`config.mk`:
```
export PLATFORM = sky130hd
export DESIGN_NAME = counter_to_calendar_datetime_core
export DESIGN_NICKNAME = d
export VERILOG_FILES = /design/src/hdl/ccd_pkg.sv /design/src/hdl/counter_to_calendar_datetime_core.sv /design/src/hdl/ccd_serial_div.sv /design/src/hdl/ccd_date_walk.sv
export SDC_FILE = /design/constraint.sdc
export NUM_CORES = 1
export LEC_CHECK = 0
export ABC_AREA = 1
export BUFFER_PORTS_ARGS = -buffer_cell sky130_fd_sc_hd__buf_2
export CAP_MARGIN = 20
export CORE_ASPECT_RATIO = 1.5
export CORE_MARGIN = 2
export CORE_UTILIZATION = 53
export CTS_BUF_LIST = sky130_fd_sc_hd__clkbuf_16
export CTS_CLUSTER_DIAMETER = 50
export DETAILED_ROUTE_END_ITERATION = 6
export PLACE_DENSITY_LB_ADDON = 0.05
export RECOVER_POWER = 25
export SETUP_SLACK_MARGIN = 0.2
export SLEW_MARGIN = 20
export SYNTH_ARGS = -nofsm -noshare
export SYNTH_HDL_FRONTEND = slang
export SYNTH_HIERARCHICAL = 1
export SYNTH_SLANG_ARGS = --single-unit
```
`constraint.sdc`:
```
create_clock -name clk -period 13.9 [get_ports clk]
set_clock_uncertainty 0.1 [all_clocks]
set_input_delay 2.085 -clock clk [delete_from_list [all_inputs] [get_ports clk]]
set_output_delay 2.085 -clock clk [all_outputs]
set_load 0.03 [all_outputs]
```
`src/hdl/ccd_pkg.sv`:
```
package ccd_pkg;

	// Field and register widths
	localparam int unsigned SAMPLE_W   = 64;
	localparam int unsigned EPOCH_W    = 40;
	localparam int unsigned BOOT_EP_W  = 38;
	localparam int unsigned FREQ_W     = 34;
	localparam int unsigned YEAR_W     = 14;
	localparam int unsigned MONTH_W    = 4;
	localparam int unsigned DAY_W      = 5;
	localparam int unsigned HOUR_W     = 5;
	localparam int unsigned MINUTE_W   = 6;
	localparam int unsigned SECOND_W   = 6;
	localparam int unsigned DAYS_W     = 22;
	localparam int unsigned OUT_DATA_W = 80;
	localparam int unsigned APB_ADDR_W = 5;
	localparam int unsigned APB_DATA_W = 64;

	// Serial divider sizing
	localparam int unsigned DIV_DVD_W = 64;
	localparam int unsigned DIV_DVS_W = 34;
	localparam int unsigned DIV_CNT_W = 7;

	// Walker sizing
	localparam int unsigned BLK_W  = 18;
	localparam int unsigned INC_W  = 9;
	localparam int unsigned M400_W = 9;

	// Register map, decoded on paddr[4:3]
	localparam logic [1:0] REG_BOOT_EPOCH   = 2'd0;
	localparam logic [1:0] REG_BOOT_COUNTER = 2'd1;
	localparam logic [1:0] REG_COUNTER_FREQ = 2'd2;

	localparam logic [FREQ_W-1:0] FREQ_RESET = 34'd1000000000;

	// Calendar constants
	localparam logic [EPOCH_W-1:0] EPOCH_MAX       = 40'hFF_FFFF_FFFF;
	localparam logic [EPOCH_W-1:0] YEAR10000_START = 40'd253402300800;
	localparam logic [DIV_DVS_W-1:0] SECS_PER_DAY  = 34'd86400;
	localparam logic [DIV_DVS_W-1:0] SECS_PER_HOUR = 34'd3600;
	localparam logic [DIV_DVS_W-1:0] SECS_PER_MIN  = 34'd60;
	localparam logic [YEAR_W-1:0] EPOCH_YEAR       = 14'd1970;
	localparam logic [YEAR_W-1:0] CYCLE_YEAR       = 14'd2000;
	localparam logic [M400_W-1:0] EPOCH_YEAR_M400  = 9'd370;
	localparam logic [YEAR_W-1:0] CLAMP_YEAR       = 14'd9999;
	localparam logic [MONTH_W-1:0] CLAMP_MONTH     = 4'd12;
	localparam logic [DAY_W-1:0] CLAMP_DAY         = 5'd31;
	localparam logic [HOUR_W-1:0] CLAMP_HOUR       = 5'd23;
	localparam logic [MINUTE_W-1:0] CLAMP_MINUTE   = 6'd59;
	localparam logic [SECOND_W-1:0] CLAMP_SECOND   = 6'd59;
	localparam logic [MONTH_W-1:0] MONTH_IDX_DEC   = 4'd11;

	localparam logic [BLK_W-1:0] DAYS_400Y      = 18'd146097;
	localparam logic [BLK_W-1:0] DAYS_100Y_LEAP = 18'd36525;
	localparam logic [BLK_W-1:0] DAYS_100Y      = 18'd36524;
	localparam logic [BLK_W-1:0] DAYS_4Y        = 18'd1461;
	localparam logic [BLK_W-1:0] DAYS_4Y_NOLEAP = 18'd1460;
	localparam logic [BLK_W-1:0] DAYS_LEAP_YEAR = 18'd366;
	localparam logic [BLK_W-1:0] DAYS_YEAR      = 18'd365;

	// Top-level sequencer
	typedef enum logic [2:0] {
		CS_IDLE,
		CS_DIV_SEC,
		CS_EPOCH,
		CS_DIV_DAY,
		CS_DIV_HOUR,
		CS_DIV_MIN,
		CS_WAIT_WALK,
		CS_DONE
	} core_state_t;

	// Year and month walker phases
	typedef enum logic [2:0] {
		WP_IDLE,
		WP_PRE,
		WP_400,
		WP_100,
		WP_4,
		WP_1,
		WP_MON
	} walk_phase_t;

	typedef struct packed {
		logic                 start;
		logic [DIV_CNT_W-1:0] nbits;
		logic [DIV_DVD_W-1:0] dividend;
		logic [DIV_DVS_W-1:0] divisor;
	} div_req_t;

	typedef struct packed {
		logic                 busy;
		logic [DIV_DVD_W-1:0] quotient;
		logic [DIV_DVS_W-1:0] remainder;
	} div_rsp_t;

	typedef struct packed {
		logic              start;
		logic [DAYS_W-1:0] days;
	} walk_req_t;

	typedef struct packed {
		logic               busy;
		logic [YEAR_W-1:0]  year;
		logic [MONTH_W-1:0] month;
		logic [DAY_W-1:0]   day;
	} walk_rsp_t;

	// Days in month, month index 0 is January
	function automatic logic [DAY_W-1:0] days_in_month(input logic [MONTH_W-1:0] m,
		input logic leap);
		logic [DAY_W-1:0] d;
		case (m) inside
			4'd0, 4'd2, 4'd4, 4'd6, 4'd7, 4'd9, 4'd11: d = 5'd31;
			4'd1: d = leap ? 5'd29 : 5'd28;
			default: d = 5'd30;
		endcase
		return d;
	endfunction

endpackage

```
`src/hdl/counter_to_calendar_datetime_core.sv`:
```
// Channel      Dir  Handshake        Content
// s (sample)   in   s_tvalid/ready   s_tdata: counter_sample
// m (datetime) out  m_tvalid/ready   m_tdata: epoch, date, time; m_tuser: out_of_range
// apb (config) in   psel/penable     boot_epoch_seconds, boot_counter_value, freq
//
// One sample at a time. The bit-serial divider (64 steps for ticks/frequency, then 38,
// 17 and 12 steps for days, hours and minutes) and the year/month walker, which runs
// beside the last two divisions, set how long a sample takes; a clamped date skips the
// day, hour and minute divisions and the walker.
// The finished result sits in an output register, so the next sample is taken while
// it waits; only the final hand-off stalls when that register is still full.
// Reset clears the sequencer, the walker, the output valid flag and the configuration registers (frequency to 1 GHz).
module counter_to_calendar_datetime_core (
	input  logic                             clk,
	input  logic                             arst_n,
	// APB configuration
	input  logic                             psel,
	input  logic                             penable,
	input  logic                             pwrite,
	input  logic [ccd_pkg::APB_ADDR_W-1:0]   paddr,
	input  logic [ccd_pkg::APB_DATA_W-1:0]   pwdata,
	output logic [ccd_pkg::APB_DATA_W-1:0]   prdata,
	output logic                             pready,
	// Sample stream
	input  logic                             s_tvalid,
	output logic                             s_tready,
	input  logic [ccd_pkg::SAMPLE_W-1:0]     s_tdata,   // [63:0] counter_sample
	// Date/time stream
	output logic                             m_tvalid,
	input  logic                             m_tready,
	// [39:0] epoch_seconds, [53:40] year, [57:54] month, [62:58] day_of_month,
	// [67:63] hour, [73:68] minute, [79:74] second
	output logic [ccd_pkg::OUT_DATA_W-1:0]   m_tdata,
	output logic [0:0]                       m_tuser    // [0] out_of_range
);
	import ccd_pkg::*;

	core_state_t           state_q;
	core_state_t           state_d;

	logic [BOOT_EP_W-1:0]  boot_epoch_q;
	logic [SAMPLE_W-1:0]   boot_counter_q;
	logic [FREQ_W-1:0]     freq_q;

	logic [EPOCH_W-1:0]    ts_q;
	logic                  oor_q;
	logic [HOUR_W-1:0]     hour_q;
	logic [MINUTE_W-1:0]   minute_q;
	logic [SECOND_W-1:0]   second_q;

	logic                  m_valid_q;
	logic [OUT_DATA_W-1:0] m_data_q;
	logic                  m_user_q;

	div_req_t              div_req;
	div_rsp_t              div_rsp;
	walk_req_t             walk_req;
	walk_rsp_t             walk_rsp;

	logic                  cfg_write;
	logic                  s_accept;
	logic                  load_out;
	logic                  div_done;
	logic [EPOCH_W:0]      sum_w;
	logic                  sat_w;
	logic [EPOCH_W-1:0]    ts_w;

	assign pready    = 1'b1;
	assign cfg_write = psel && penable && pwrite && pready;
	assign s_tready  = (state_q == CS_IDLE);
	assign s_accept  = s_tvalid && s_tready;
	assign div_done  = !div_rsp.busy;
	assign load_out  = (state_q == CS_DONE) && (!m_valid_q || m_tready);

	// Configuration registers
	always_ff @(posedge clk or negedge arst_n) begin
		if (!arst_n) begin
			boot_epoch_q   <= '0;
			boot_counter_q <= '0;
			freq_q         <= FREQ_RESET;
		end else if (cfg_write) begin
			unique case (paddr[4:3])
				REG_BOOT_EPOCH:   boot_epoch_q   <= pwdata[BOOT_EP_W-1:0];
				REG_BOOT_COUNTER: boot_counter_q <= pwdata[SAMPLE_W-1:0];
				REG_COUNTER_FREQ: freq_q         <= pwdata[FREQ_W-1:0];
				default: ;
			endcase
		end
	end

	// Register readback
	always_comb begin
		unique case (paddr[4:3])
			REG_BOOT_EPOCH:   prdata = {{(APB_DATA_W-BOOT_EP_W){1'b0}}, boot_epoch_q};
			REG_BOOT_COUNTER: prdata = boot_counter_q;
			REG_COUNTER_FREQ: prdata = {{(APB_DATA_W-FREQ_W){1'b0}}, freq_q};
			default:          prdata = '0;
		endcase
	end

	// Epoch seconds with saturation; the year 10000 check is made when the result is captured
	always_comb begin
		sum_w = {1'b0, div_rsp.quotient[EPOCH_W-1:0]} +
			{{(EPOCH_W+1-BOOT_EP_W){1'b0}}, boot_epoch_q};
		sat_w = (|div_rsp.quotient[DIV_DVD_W-1:EPOCH_W]) || sum_w[EPOCH_W];
		ts_w  = sat_w ? EPOCH_MAX : sum_w[EPOCH_W-1:0];
	end

	// Next state
	always_comb begin
		state_d = state_q;
		unique case (state_q)
			CS_IDLE:      if (s_accept) state_d = CS_DIV_SEC;
			CS_DIV_SEC:   if (div_done) state_d = CS_EPOCH;
			CS_EPOCH:     state_d = oor_q ? CS_DONE : CS_DIV_DAY;
			CS_DIV_DAY:   if (div_done) state_d = CS_DIV_HOUR;
			CS_DIV_HOUR:  if (div_done) state_d = CS_DIV_MIN;
			CS_DIV_MIN:   if (div_done) state_d = CS_WAIT_WALK;
			CS_WAIT_WALK: if (!walk_rsp.busy) state_d = CS_DONE;
			CS_DONE:      if (load_out) state_d = CS_IDLE;
			default:      state_d = CS_IDLE;
		endcase
	end

	// Divider and walker requests per state
	always_comb begin
		div_req  = '0;
		walk_req = '0;
		unique case (state_q)
			CS_IDLE: begin
				div_req.start    = s_accept;
				div_req.nbits    = DIV_CNT_W'(SAMPLE_W);
				div_req.dividend = s_tdata - boot_counter_q;
				div_req.divisor  = (freq_q == '0) ? DIV_DVS_W'(1) : freq_q;
			end
			CS_EPOCH: begin
				div_req.start    = !oor_q;
				div_req.nbits    = DIV_CNT_W'(BOOT_EP_W);
				div_req.dividend = {ts_q[BOOT_EP_W-1:0], {(DIV_DVD_W-BOOT_EP_W){1'b0}}};
				div_req.divisor  = SECS_PER_DAY;
			end
			CS_DIV_DAY: begin
				div_req.start    = div_done;
				div_req.nbits    = DIV_CNT_W'(17);
				div_req.dividend = {div_rsp.remainder[16:0], {(DIV_DVD_W-17){1'b0}}};
				div_req.divisor  = SECS_PER_HOUR;
				walk_req.start   = div_done;
				walk_req.days    = div_rsp.quotient[DAYS_W-1:0];
			end
			CS_DIV_HOUR: begin
				div_req.start    = div_done;
				div_req.nbits    = DIV_CNT_W'(12);
				div_req.dividend = {div_rsp.remainder[11:0], {(DIV_DVD_W-12){1'b0}}};
				div_req.divisor  = SECS_PER_MIN;
			end
			default: begin
				div_req  = '0;
				walk_req = '0;
			end
		endcase
	end

	always_ff @(posedge clk or negedge arst_n) begin
		if (!arst_n) begin
			state_q <= CS_IDLE;
		end else begin
			state_q <= state_d;
		end
	end

	// Capture the epoch, hour, minute and second results as their divisions finish
	always_ff @(posedge clk) begin
		if (state_q == CS_DIV_SEC && div_done) begin
			ts_q  <= ts_w;
			oor_q <= ts_w >= YEAR10000_START;
		end
		if (state_q == CS_DIV_HOUR && div_done) begin
			hour_q <= div_rsp.quotient[HOUR_W-1:0];
		end
		if (state_q == CS_DIV_MIN && div_done) begin
			minute_q <= div_rsp.quotient[MINUTE_W-1:0];
			second_q <= div_rsp.remainder[SECOND_W-1:0];
		end
	end

	// Output register: hold until the transaction completes
	always_ff @(posedge clk or negedge arst_n) begin
		if (!arst_n) begin
			m_valid_q <= 1'b0;
		end else if (load_out) begin
			m_valid_q <= 1'b1;
		end else if (m_tready) begin
			m_valid_q <= 1'b0;
		end
	end

	always_ff @(posedge clk) begin
		if (load_out) begin
			m_user_q <= oor_q;
			if (oor_q) begin
				m_data_q <= {CLAMP_SECOND, CLAMP_MINUTE, CLAMP_HOUR, CLAMP_DAY, CLAMP_MONTH,
					CLAMP_YEAR, ts_q};
			end else begin
				m_data_q <= {second_q, minute_q, hour_q, walk_rsp.day, walk_rsp.month,
					walk_rsp.year, ts_q};
			end
		end
	end

	assign m_tvalid = m_valid_q;
	assign m_tdata  = m_data_q;
	assign m_tuser  = m_user_q;

	ccd_serial_div u_div (
		.clk    (clk),
		.arst_n (arst_n),
		.req    (div_req),
		.rsp    (div_rsp)
	);

	ccd_date_walk u_walk (
		.clk    (clk),
		.arst_n (arst_n),
		.req    (walk_req),
		.rsp    (walk_rsp)
	);

endmodule

```
`src/hdl/ccd_serial_div.sv`:
```
module ccd_serial_div (
	input  logic             clk,
	input  logic             arst_n,
	input  ccd_pkg::div_req_t req,
	output ccd_pkg::div_rsp_t rsp
);
	import ccd_pkg::*;

	logic                 busy_q;
	logic [DIV_CNT_W-1:0] cnt_q;
	logic [DIV_DVD_W-1:0] dvd_q;
	logic [DIV_DVS_W-1:0] dvs_q;
	logic [DIV_DVS_W-1:0] rem_q;

	logic [DIV_DVS_W:0]   partial;
	logic [DIV_DVS_W:0]   diff;
	logic                 ge;
	logic [DIV_DVS_W-1:0] rem_next;

	// One restoring step: bring in the next dividend bit, subtract if it fits
	always_comb begin
		partial  = {rem_q, dvd_q[DIV_DVD_W-1]};
		diff     = partial - {1'b0, dvs_q};
		ge       = partial >= {1'b0, dvs_q};
		rem_next = ge ? diff[DIV_DVS_W-1:0] : partial[DIV_DVS_W-1:0];
	end

	// Step count and busy flag
	always_ff @(posedge clk or negedge arst_n) begin
		if (!arst_n) begin
			busy_q <= 1'b0;
			cnt_q  <= '0;
		end else if (req.start) begin
			busy_q <= 1'b1;
			cnt_q  <= req.nbits;
		end else if (busy_q) begin
			cnt_q <= cnt_q - 1'b1;
			if (cnt_q == DIV_CNT_W'(1)) begin
				busy_q <= 1'b0;
			end
		end
	end

	// Dividend shifts out at the top, quotient bits enter at the bottom
	always_ff @(posedge clk) begin
		if (req.start) begin
			dvd_q <= req.dividend;
			dvs_q <= req.divisor;
			rem_q <= '0;
		end else if (busy_q) begin
			dvd_q <= {dvd_q[DIV_DVD_W-2:0], ge};
			rem_q <= rem_next;
		end
	end

	assign rsp.busy      = busy_q;
	assign rsp.quotient  = dvd_q;
	assign rsp.remainder = rem_q;

endmodule

```
`src/hdl/ccd_date_walk.sv`:
```
module ccd_date_walk (
	input  logic              clk,
	input  logic              arst_n,
	input  ccd_pkg::walk_req_t req,
	output ccd_pkg::walk_rsp_t rsp
);
	import ccd_pkg::*;

	walk_phase_t         phase_q;
	walk_phase_t         phase_d;
	logic [DAYS_W-1:0]   days_q;
	logic [YEAR_W-1:0]   year_q;
	logic [M400_W-1:0]   m400_q;
	logic [MONTH_W-1:0]  mon_q;

	logic                leap;
	logic                century_start;
	logic [BLK_W-1:0]    blk;
	logic [INC_W-1:0]    inc;
	logic                take;
	logic                at_cycle;
	logic                step_year;
	logic                step_mon;
	logic [M400_W:0]     m400_sum;
	logic [M400_W-1:0]   m400_next;

	// Leap year from the year's place in the 400-year cycle
	always_comb begin
		century_start = (m400_q == 9'd100) || (m400_q == 9'd200) || (m400_q == 9'd300);
		leap          = (m400_q[1:0] == 2'd0) && !century_start;
		at_cycle      = (year_q == CYCLE_YEAR);
	end

	// Block length in days and year increment for the current phase
	always_comb begin
		blk = '0;
		inc = '0;
		unique case (phase_q)
			WP_PRE, WP_1: begin
				blk = leap ? DAYS_LEAP_YEAR : DAYS_YEAR;
				inc = 9'd1;
			end
			WP_400: begin
				blk = DAYS_400Y;
				inc = 9'd400;
			end
			WP_100: begin
				blk = (m400_q == '0) ? DAYS_100Y_LEAP : DAYS_100Y;
				inc = 9'd100;
			end
			WP_4: begin
				blk = century_start ? DAYS_4Y_NOLEAP : DAYS_4Y;
				inc = 9'd4;
			end
			WP_MON: begin
				blk = {{(BLK_W-DAY_W){1'b0}}, days_in_month(mon_q, leap)};
			end
			default: begin
				blk = '0;
				inc = '0;
			end
		endcase
		take = days_q >= {{(DAYS_W-BLK_W){1'b0}}, blk};
	end

	// Next phase
	always_comb begin
		phase_d = phase_q;
		unique case (phase_q)
			WP_IDLE: if (req.start) phase_d = WP_PRE;
			WP_PRE: begin
				if (at_cycle) phase_d = WP_400;
				else if (!take) phase_d = WP_MON;
			end
			WP_400: if (!take) phase_d = WP_100;
			WP_100: if (!take) phase_d = WP_4;
			WP_4:   if (!take) phase_d = WP_1;
			WP_1:   if (!take) phase_d = WP_MON;
			WP_MON: if (!take || mon_q == MONTH_IDX_DEC) phase_d = WP_IDLE;
			default: phase_d = WP_IDLE;
		endcase
	end

	// Step enables and cycle position update
	always_comb begin
		step_year = take && ((phase_q == WP_PRE && !at_cycle) || phase_q == WP_400 ||
			phase_q == WP_100 || phase_q == WP_4 || phase_q == WP_1);
		step_mon  = take && (phase_q == WP_MON) && (mon_q != MONTH_IDX_DEC);
		m400_sum  = {1'b0, m400_q} + {1'b0, inc};
		m400_next = (m400_sum >= 10'd400) ? M400_W'(m400_sum - 10'd400) : m400_sum[M400_W-1:0];
	end

	always_ff @(posedge clk or negedge arst_n) begin
		if (!arst_n) begin
			phase_q <= WP_IDLE;
		end else begin
			phase_q <= phase_d;
		end
	end

	// Consume whole blocks of days, then whole months
	always_ff @(posedge clk) begin
		if (req.start && phase_q == WP_IDLE) begin
			days_q <= req.days;
			year_q <= EPOCH_YEAR;
			m400_q <= EPOCH_YEAR_M400;
			mon_q  <= '0;
		end else if (step_year) begin
			days_q <= days_q - {{(DAYS_W-BLK_W){1'b0}}, blk};
			year_q <= year_q + {{(YEAR_W-INC_W){1'b0}}, inc};
			m400_q <= m400_next;
		end else if (step_mon) begin
			days_q <= days_q - {{(DAYS_W-BLK_W){1'b0}}, blk};
			mon_q  <= mon_q + 1'b1;
		end
	end

	assign rsp.busy  = (phase_q != WP_IDLE);
	assign rsp.year  = year_q;
	assign rsp.month = mon_q + 1'b1;
	assign rsp.day   = days_q[DAY_W-1:0] + 1'b1;

endmodule

```
Yosys cells after proc, flatten, opt, wreduce, memory -nomap -nowiden. Cells that the tools add are included. W data, S select, Z words.

Register bits after elaboration: 471. Bits of input ports: 140. Output and inout port bits: 148. Logic and storage cells: 170.

Add/subtract/negate cells: 10. $lt $le $gt $ge: 4. Eq/ne operators: 40. Muxes and demuxes: 44. Bitwise logic cells: 1. Reduce and logical (&&, ||, !) cells: 48.

Operators by type and width (number): $pmux W106 S4 (1); $pmux W64 S3 (1); $mux W64 (2); $pmux W18 S5 (1); $mux W34 (2); $mux W22 (3); $sub A64 B64 Y64 (1); $mux W3 (15); $add A40 B38 Y41 (1); $ge A40 B38 Y1 const B (1); $mux W40 (1); $pmux W9 S4 (1); $ge A35 B34 Y1 (1); $logic_not A34 Y1 (1); $sub A34 B34 Y34 (1); $pmux W3 S8 (1); $reduce_or A24 Y1 (1); $mux W23 (1); $ge A22 B18 Y1 (1); $sub A22 B18 Y22 (1); $eq A3 B3 Y1 const B (7); $pmux W3 S7 (1); $ne A2 B2 Y1 const B (9); $add A14 B9 Y14 (1); 41 further kinds (91).

Longest topological paths before layout. Gate-level depths: netlist (run 1).

Word-level depth: 15. Mapped depth: 25.

Modules after synthesis. Netlist (run 1), hierarchy kept.

By module, submodules not included: counter_to_calendar_datetime_core (instances 1, cells each 2683, area each 19575.0 µm², seq. area each 7693.6 µm²); ccd_serial_div (instances 1, cells each 1177, area each 8635.8 µm², seq. area each 3823.7 µm²); ccd_date_walk (instances 1, cells each 752, area each 4917.2 µm², seq. area each 1276.2 µm²).

Least setup slack after synthesis (run 1). No wires, ideal clock.

Path type: input port to flip-flop. Start: in m_tready. End: reg m_data_q[0] (netlist: m_tdata[0]) (enable). Data arrival time: 5.500 ns. Data required time: 13.278 ns. Path slack: 7.778 ns. Stages: 2. Buffers on the path: 0. Cells stage by stage: nor2_1 nor2_1.

Cells in the longest elaborated chain, start to end: 2.

RTL lines: from (decl) (RTL line counter_to_calendar_datetime_core.sv:30) `input logic m_tready,`; $logic_or A1 B1 Y1 (RTL line counter_to_calendar_datetime_core.sv:73) `assign load_out = (state_q == CS_DONE) && (!m_valid_q || m_tready);`; $logic_and A1 B1 Y1 (RTL line counter_to_calendar_datetime_core.sv:73); named net load_out (RTL line counter_to_calendar_datetime_core.sv:62) `logic load_out;`; to (signal assigned) (RTL line counter_to_calendar_datetime_core.sv:201) `m_data_q <= {CLAMP_SECOND, CLAMP_MINUTE, CLAMP_HOUR, CLAMP_DAY, CLAMP_MONTH,`; to (signal assigned) (RTL line counter_to_calendar_datetime_core.sv:204) `m_data_q <= {second_q, minute_q, hour_q, walk_rsp.day, walk_rsp.month,`; to (decl) (RTL line counter_to_calendar_datetime_core.sv:52) `logic [OUT_DATA_W-1:0] m_data_q;`.

The timed path passes the listed nets, and every way through them passes these cells. A chain may end at the register's enable or synchronous reset.

==> results.json, run 1 <==
{
  "rsz0062_at_grt": "false",
  "start_kind": "primary input",
  "syn_nets": 4932,
  "worst-path-buf-inv": 2,
  "grt_overflow": 0,
  "maxCapViolCount": 5,
  "grt_max_degree": 101,
  "ios": 288,
  "cp_slowest_cell": "clkbuf_1",
  "first_global_vias": 29961,
  "fmaxAchievable_ghz": 0.163,
  "place_area_sq_um": 35200,
  "port_buffers": 283,
  "relSlewSlack_pct": -228,
  "ys_seq_elements": 471,
  "setup_tns_ns": 0,
  "critPathMaxFanout": 84,
  "drc_errors": 0,
  "tightest_slew_ns": 4.93,
  "placementRows": 112,
  "design_area_sq_um": 37100,
  "max_stage_delay_ns": 3.38,
  "synthCells": 4612,
  "drv_slew": 265,
  "cts_buffers": 53,
  "via_per_inst": 5.50,
  "ant_nets": 0,
  "critical-path-top-delay-family": "buffers and inverters",
  "post_cts_resized": 0,
  "ir_drop_v": 0.000112,
  "p_leak_uw": 0.0180,
  "drt_iter0_drc": 2513,
  "finalSetupViolations": 0,
  "grt_pass1_wl_mm": 175,
  "die_w_microns": 208,
  "crit_required_ns": 14.44,
  "crit_chain": "clkbuf_1, buf_4",
  "syn_to_final_growth_pct": 12.0,
  "yosysWarnings": 6,
  "antenna_found_initial": 4,
  "cts_max_level": 2,
  "clk_latency_ns": 0.64,
  "violations": "max-capacitance violations, max-slew violations",
  "cts_tree": "built",
  "hp-class": "reg2reg",
  "finalCriticalPeriod_ns": 6.15,
  "drive_above_1_share_pct": 12.0,
  "die_y_microns": 310,
  "clock_tree.root_cell": "clkbuf_16",
  "cts-root-to-sink-buffers": 3,
  "clock-sinks": 471,
  "dominantRegCellSynth": "edfxtp_1",
  "hold_violations": 0,
  "path_class": "in2async",
  "postCtsSetupRepairBufs": 0,
  "die_area_sq_um": 64600,
  "ys_seq_area_share_pct": 38.6,
  "groute.usage.overall_pct": 35.9,
  "synthesis.area_sq_um": 33100,
  "nFillCells": 6081,
  "gp_congestion": 1.01,
  "avgSynthCellArea_sq_um": 7.18,
  "cp-end-kind": "asynchronous set/reset pin",
  "async_reset_ff_share_pct": 32.1,
  "arrival_ns": 6.69,
  "start_util_pct": 53.4,
  "wirelength_mm": 116,
  "holdBufCountCts": 0,
  "powerDensity_nw_per_um2": 113,
  "core-area_sq_um": 62100,
  "fin_nets": 5177,
  "firstDrtPassIters": 5,
  "vias": 31338,
  "finalCritPeriodShare_pct": 44.3,
  "routedWlPerCell_microns": 20.4,
  "synth_edf_count": 259,
  "status": "complete, but fails checks",
  "ys_types": 57,
  "dp_hpwl_mm": 92.4,
  "cts.clk_slew.worst_paths_ns": 0.06
}
==> flip-flops by register name, indices dropped and copies added, names as in the netlist, 3 cells and up <==
register / count
boot_counter_q: 64
boot_epoch_q: 38
freq_q: 34
hour_q: 5
m_tdata: 80
minute_q: 6
second_q: 6
state_q: 3
ts_q: 40
u_div/cnt_q: 7
u_div/dvd_q: 64
u_div/dvs_q: 34
u_div/rem_q: 34
u_walk/days_q: 22
u_walk/m400_q: 9
u_walk/mon_q: 4
u_walk/phase_q: 3
u_walk/year_q: 14
==> worst paths after layout <==
| kind | startpoint | to | slack (ns) | cells after the start |
|---|---|---|---|---|
| max | arst_n | u_walk/phase_q[2] | 7.75 | 2 |
| min | ts_q[38] | m_tdata[38] | 0.34 | 0 |
| max reg2reg | state_q[1] | u_div/dvd_q[33] | 8.01 | 9 |
| min reg2reg | ts_q[38] | m_tdata[38] | 0.34 | 0 |
| max in group clk | paddr[3] | prdata[0] | 7.99 | 5 |
| min in group asynchronous | arst_n | boot_epoch_q[30] | 3.11 | 1 |
==> cells by family after synthesis <==
logic type / share of synthesized area (%)
xor+xnor: 2.09
other cells: 0.0113
simple gates: 29.8
compound gates: 11.9
buf+inv: 9.48
mux: 1.29
flops: 38.6
fa+ha+maj: 6.89
==> final cells by class <==
cell class | count | area [sq um] | area share, %
antenna | 2 | 5.00 | 0.0135
timing repair buffer | 306 | 1570 | 4.23
clock inverter | 45 | 532 | 1.43
sequential | 471 | 12800 | 34.5
inverter | 688 | 2590 | 6.97
tap | 798 | 998 | 2.69
clock buffer | 54 | 1350 | 3.64
multi-input combinational | 3337 | 17300 | 46.5
==> synth_stat cells (10+ instances only) <==
master / number / share of area (%)
mux2_2: 38 / 1.3
a31oi_1: 17 / 0.32
nand2_2: 21 / 0.40
nand2_1: 1388 / 16
nor3_1: 33 / 0.50
edfxtp_1: 259 / 23
o21ai_1: 26 / 0.39
ha_1: 176 / 6.6
o21ai_0: 266 / 4.0
buf_4: 10 / 0.23
a21oi_2: 12 / 0.32
nand4_1: 50 / 0.94
or2_2: 45 / 0.85
dfrtp_1: 138 / 10
xnor2_1: 50 / 1.3
xor2_1: 29 / 0.77
dfstp_2: 13 / 1.0
nand3b_1: 22 / 0.50
a21oi_1: 225 / 3.4
clkbuf_1: 82 / 0.93
inv_2: 19 / 0.22
dfxtp_1: 61 / 3.7
o21a_1: 14 / 0.32
o221ai_1: 39 / 1.0
nor2_1: 481 / 5.5
a21o_1: 20 / 0.45
nor2_2: 10 / 0.19
nor4_1: 14 / 0.26
o21bai_1: 24 / 0.54
nand3_1: 262 / 4.0
inv_1: 664 / 7.5
==> layer usage <==
| metal | up-vias | wire [microns] | part of all wire, % | global-route usage (%) |
|---|---|---|---|---|
| li1 | 15456 | - | - | - |
| met1 | 14515 | 43700 | 38 | 40.2 |
| met2 | 1056 | 57100 | 49 | 63.8 |
| met3 | 307 | 6160 | 5.3 | 4.65 |
| met4 | 4 | 9470 | 8.1 | 24.8 |
| met5 | - | 23 | 0.020 | 0 |
==> report_power, final <==
part           internal [uW]  switching [uW]  total, uW  leakage (uW)
Sequential              1560            51.9       1610       0.00482
Clock                    889             641       1530      0.000951
Combinational            306             745       1050        0.0123
==> placed cells by master, fill, tap and decap left out, types with 24 or more instances in the layout <==
cell	Yosys	layout
o221ai_1	39	38
nand2_1	1388	1387
or2_2	45	45
dfxtp_1	61	61
xnor2_1	50	50
nor2_1	481	475
edfxtp_1	259	259
dfrtp_1	138	138
nor3_1	33	33
o21bai_1	24	24
xor2_1	29	29
nand3_1	262	261
mux2_2	38	38
clkbuf_16	0	54
nand4_1	50	50
buf_2	9	281
inv_1	664	669
o21ai_1	26	26
ha_1	176	176
o21ai_0	266	266
a21oi_1	225	225
==> stage by stage <==
step	util [%]	setup WS, ns	hold slack, ns	std cells	power (uW)
finish	59.7	7.75	0.340	5701	4200
global route	59.7	6.81	0.352	5701	4370
CTS	59.8	8.00	0.342	5699	4200
detailed placement	56.8	8.00	0.313	5600	2670
global placement	56.8	8.00	0.329	5600	2660
floorplan	-	7.78	0.300	4612	2290
No activity file was read; power rests on OpenSTA's default activity.
==> inputs of run 2 (changes only) <==
- ABC_AREA: 1 -> 0
- clock period: 13.9 -> 5 ns (I/O delays scaled with it)
==> run 2 against run 1 <==
The flow still finishes with violations (max-capacitance violations, max-slew violations). Clock power rose to 2.5 times the previous value. Via count fell by 20%. Power rose to 2.9 times the previous value. Wire length fell by 18%. Critical path depth rose by 14. First-iteration DRC count fell by 37%. Synthesized cell count fell by 32%. Worst setup slack got worse by 7.2 ns. Design area fell by 8.2%. Die area fell by 8.4%. Hold slack got worse by 0.10 ns. Core utilization rose by 0.40 points.
==> results.json, run 2 <==
{
  "synthCells": 3141,
  "fin_cells": 4167,
  "layout_commonest_cell": "nand2_1",
  "firstDrtPassIters": 5,
  "clk_latency_ns": 0.62,
  "dp.cells": 4065,
  "port_buffers": 283,
  "ys_seq_elements": 471,
  "hp-class": "in2reg",
  "yosys.area.top_type_share_pct": 25.7,
  "synth_edf_count": 259,
  "tightest_slew_ns": 2.41,
  "wirelength_mm": 95.2,
  "maxCapViolCount": 2,
  "multiInputGateArea_sq_um": 16200,
  "drc_errors": 0,
  "drt_iter0_drc": 1592,
  "cp-end-kind": "flop",
  "critPathMaxFanout": 22,
  "drv_slew": 132,
  "dominantRegCellSynth": "edfxtp_1",
  "p_total_uw": 12100,
  "largest_reg_flops": 80,
  "start_util_pct": 53.5,
  "die_w_microns": 199,
  "finalCritPeriodShare_pct": 89.9,
  "grt_pass1_wl_mm": 144,
  "ir_drop_v": 0.000277,
  "ys_types": 114,
  "place_area_sq_um": 32400,
  "groute.usage.overall_pct": 31.9,
  "cts_tree": "built",
  "cts_max_level": 2,
  "avgSynthCellArea_sq_um": 9.64,
  "powerDensity_nw_per_um2": 354,
  "syn_to_final_growth_pct": 12.4,
  "finalSetupViolations": 0,
  "die_y_microns": 297,
  "via_per_inst": 6.00,
  "ys_seq_area_share_pct": 42.2,
  "antenna_found_initial": 3,
  "vias": 25014,
  "hold_violations": 0,
  "first_global_vias": 24868,
  "design_area_sq_um": 34100,
  "clock-sinks": 471,
  "cts_buffers": 52,
  "ant_nets": 0,
  "synthesis.area_sq_um": 30300,
  "dp_hpwl_mm": 73.7,
  "crit_required_ns": 5.24,
  "start_kind": "flop",
  "fin_nets": 3676,
  "gp_congestion": 1.03,
  "arrival_ns": 4.73,
  "grt_overflow": 0,
  "cts.clk_slew.worst_paths_ns": 0.06,
  "routedWlPerCell_microns": 22.8,
  "path_class": "reg2reg",
  "placementRows": 107,
  "cts-root-to-sink-buffers": 3,
  "grt_max_degree": 118,
  "syn_nets": 3461,
  "post-synth-top-count-cell": "nand2_1",
  "setup_tns_ns": 0,
  "core-area_sq_um": 56600,
  "yosysTopAreaCell": "edfxtp_1",
  "seq_area_sq_um": 12800,
  "synth_area_leaders": "edfxtp_1, dfrtp_1, ha_1",
  "die_area_sq_um": 59100,
  "drive_above_1_share_pct": 19.4,
  "relSlewSlack_pct": -60.8,
  "violations": "max-capacitance violations, max-slew violations",
  "synth_commonest_cells": "nand2_1, edfxtp_1, a21oi_1",
  "p_leak_uw": 0.0147,
  "status": "complete, but fails checks",
  "rsz0062_at_grt": "false",
  "fmaxAchievable_ghz": 0.222,
  "async_reset_ff_share_pct": 32.1,
  "ios": 288,
  "nFillCells": 4975,
  "yosysWarnings": 6,
  "clock_tree.root_cell": "clkbuf_16",
  "final_cell_mix": "nand2_1, buf_2, edfxtp_1, a21oi_1, o21ai_0",
  "finalCriticalPeriod_ns": 4.50
}
==> run 2: layout make-up <==
cell class                      count  area share, %
Tap cell                          763           2.80
Multi-Input combinational cell   2338           47.5
Sequential cell                   471           37.6
Clock buffer                       53           3.89
Clock inverter                     44           1.11
Antenna cell                        5         0.0367
Inverter                          162           1.79
Timing Repair Buffer              331           5.35
==> run 2: kinds of logic (layout without fill, tap and decap cells) <==
family                   count (synthesis)  after routing  synth area share (%)
XOR/XNOR                               154            154                  4.45
buffers and inverters                  332            590                  4.60
adder cells (fa/ha/maj)                180            180                  7.53
flip-flops                             471            471                  42.2
AO/OA/AOI/OAI                          845            845                  18.1
other                                    1              6                0.0124
multiplexers                           220            220                  7.84
AND/OR/NAND/NOR                        938            938                  15.2
==> run 2: worst paths after layout <==
check                      slack (ns)                  to             start  cells past startpoint
hold reg to reg                  0.36         m_tdata[38]          ts_q[38]                      0
min in group asynchronous        0.74    boot_epoch_q[22]            arst_n                      1
hold / removal                   0.24  boot_counter_q[45]        pwdata[45]                      3
setup reg to reg                 0.50    u_walk/days_q[1]  u_walk/m400_q[3]                     16
max in group asynchronous        1.80  boot_counter_q[54]            arst_n                      2
setup / recovery                 0.50    u_walk/days_q[1]  u_walk/m400_q[3]                     16
==> run 2: report_power, final <==
| group | internal (uW) | switching (uW) | leakage, uW |
|---|---|---|---|
| registers | 4420 | 412 | 0.00487 |
| logic | 1310 | 2030 | 0.00898 |
| clock network | 2200 | 1680 | 0.000882 |
| total | 7930 | 4120 | 0.0147 |
==> run 2: repair_timing <==
item,in CTS,in global routing
resized for setup,0,0
buffers inserted,0,0
hold buffers,0,0
endpoints found under the setup margin,0,3
==> run 2: metal layers <==
metal | vias up | part of all wire, % | GRT usage [%]
met4 | 0 | 6.4 | 17.8
met3 | 242 | 5.0 | 3.92
met2 | 855 | 50 | 55.7
met1 | 12099 | 38 | 37.6
met5 | - | 0 | 0
li1 | 11818 | - | -
==> run 2: critical path, stage by stage, from the launching register on <==
cell,delay (ns)
dfxtp_1,0.42
or3b_1,0.42
a211o_1,0.26
a21oi_1,0.17
nor3_1,0.10
a211oi_1,0.24
a31o_1,0.14
ha_1,0.16
inv_1,0.05
fa_1,0.42
a211oi_2,0.33
o21bai_4,0.14
o2111ai_4,0.27
a22oi_4,0.17
o21ai_4,0.37
o211ai_1,0.15
buf_4,0.27
==> run 2: through the flow <==
stage / util [%] / setup WS, ns / hold WS, ns
floorplan: - / 0.296 / 0.300
global placement: 57.1 / 0.260 / 0.340
detailed placement: 57.1 / 0.211 / 0.329
CTS: 60.2 / 0.482 / 0.145
global route: 60.1 / 0.206 / 0.237
finish: 60.1 / 0.504 / 0.239
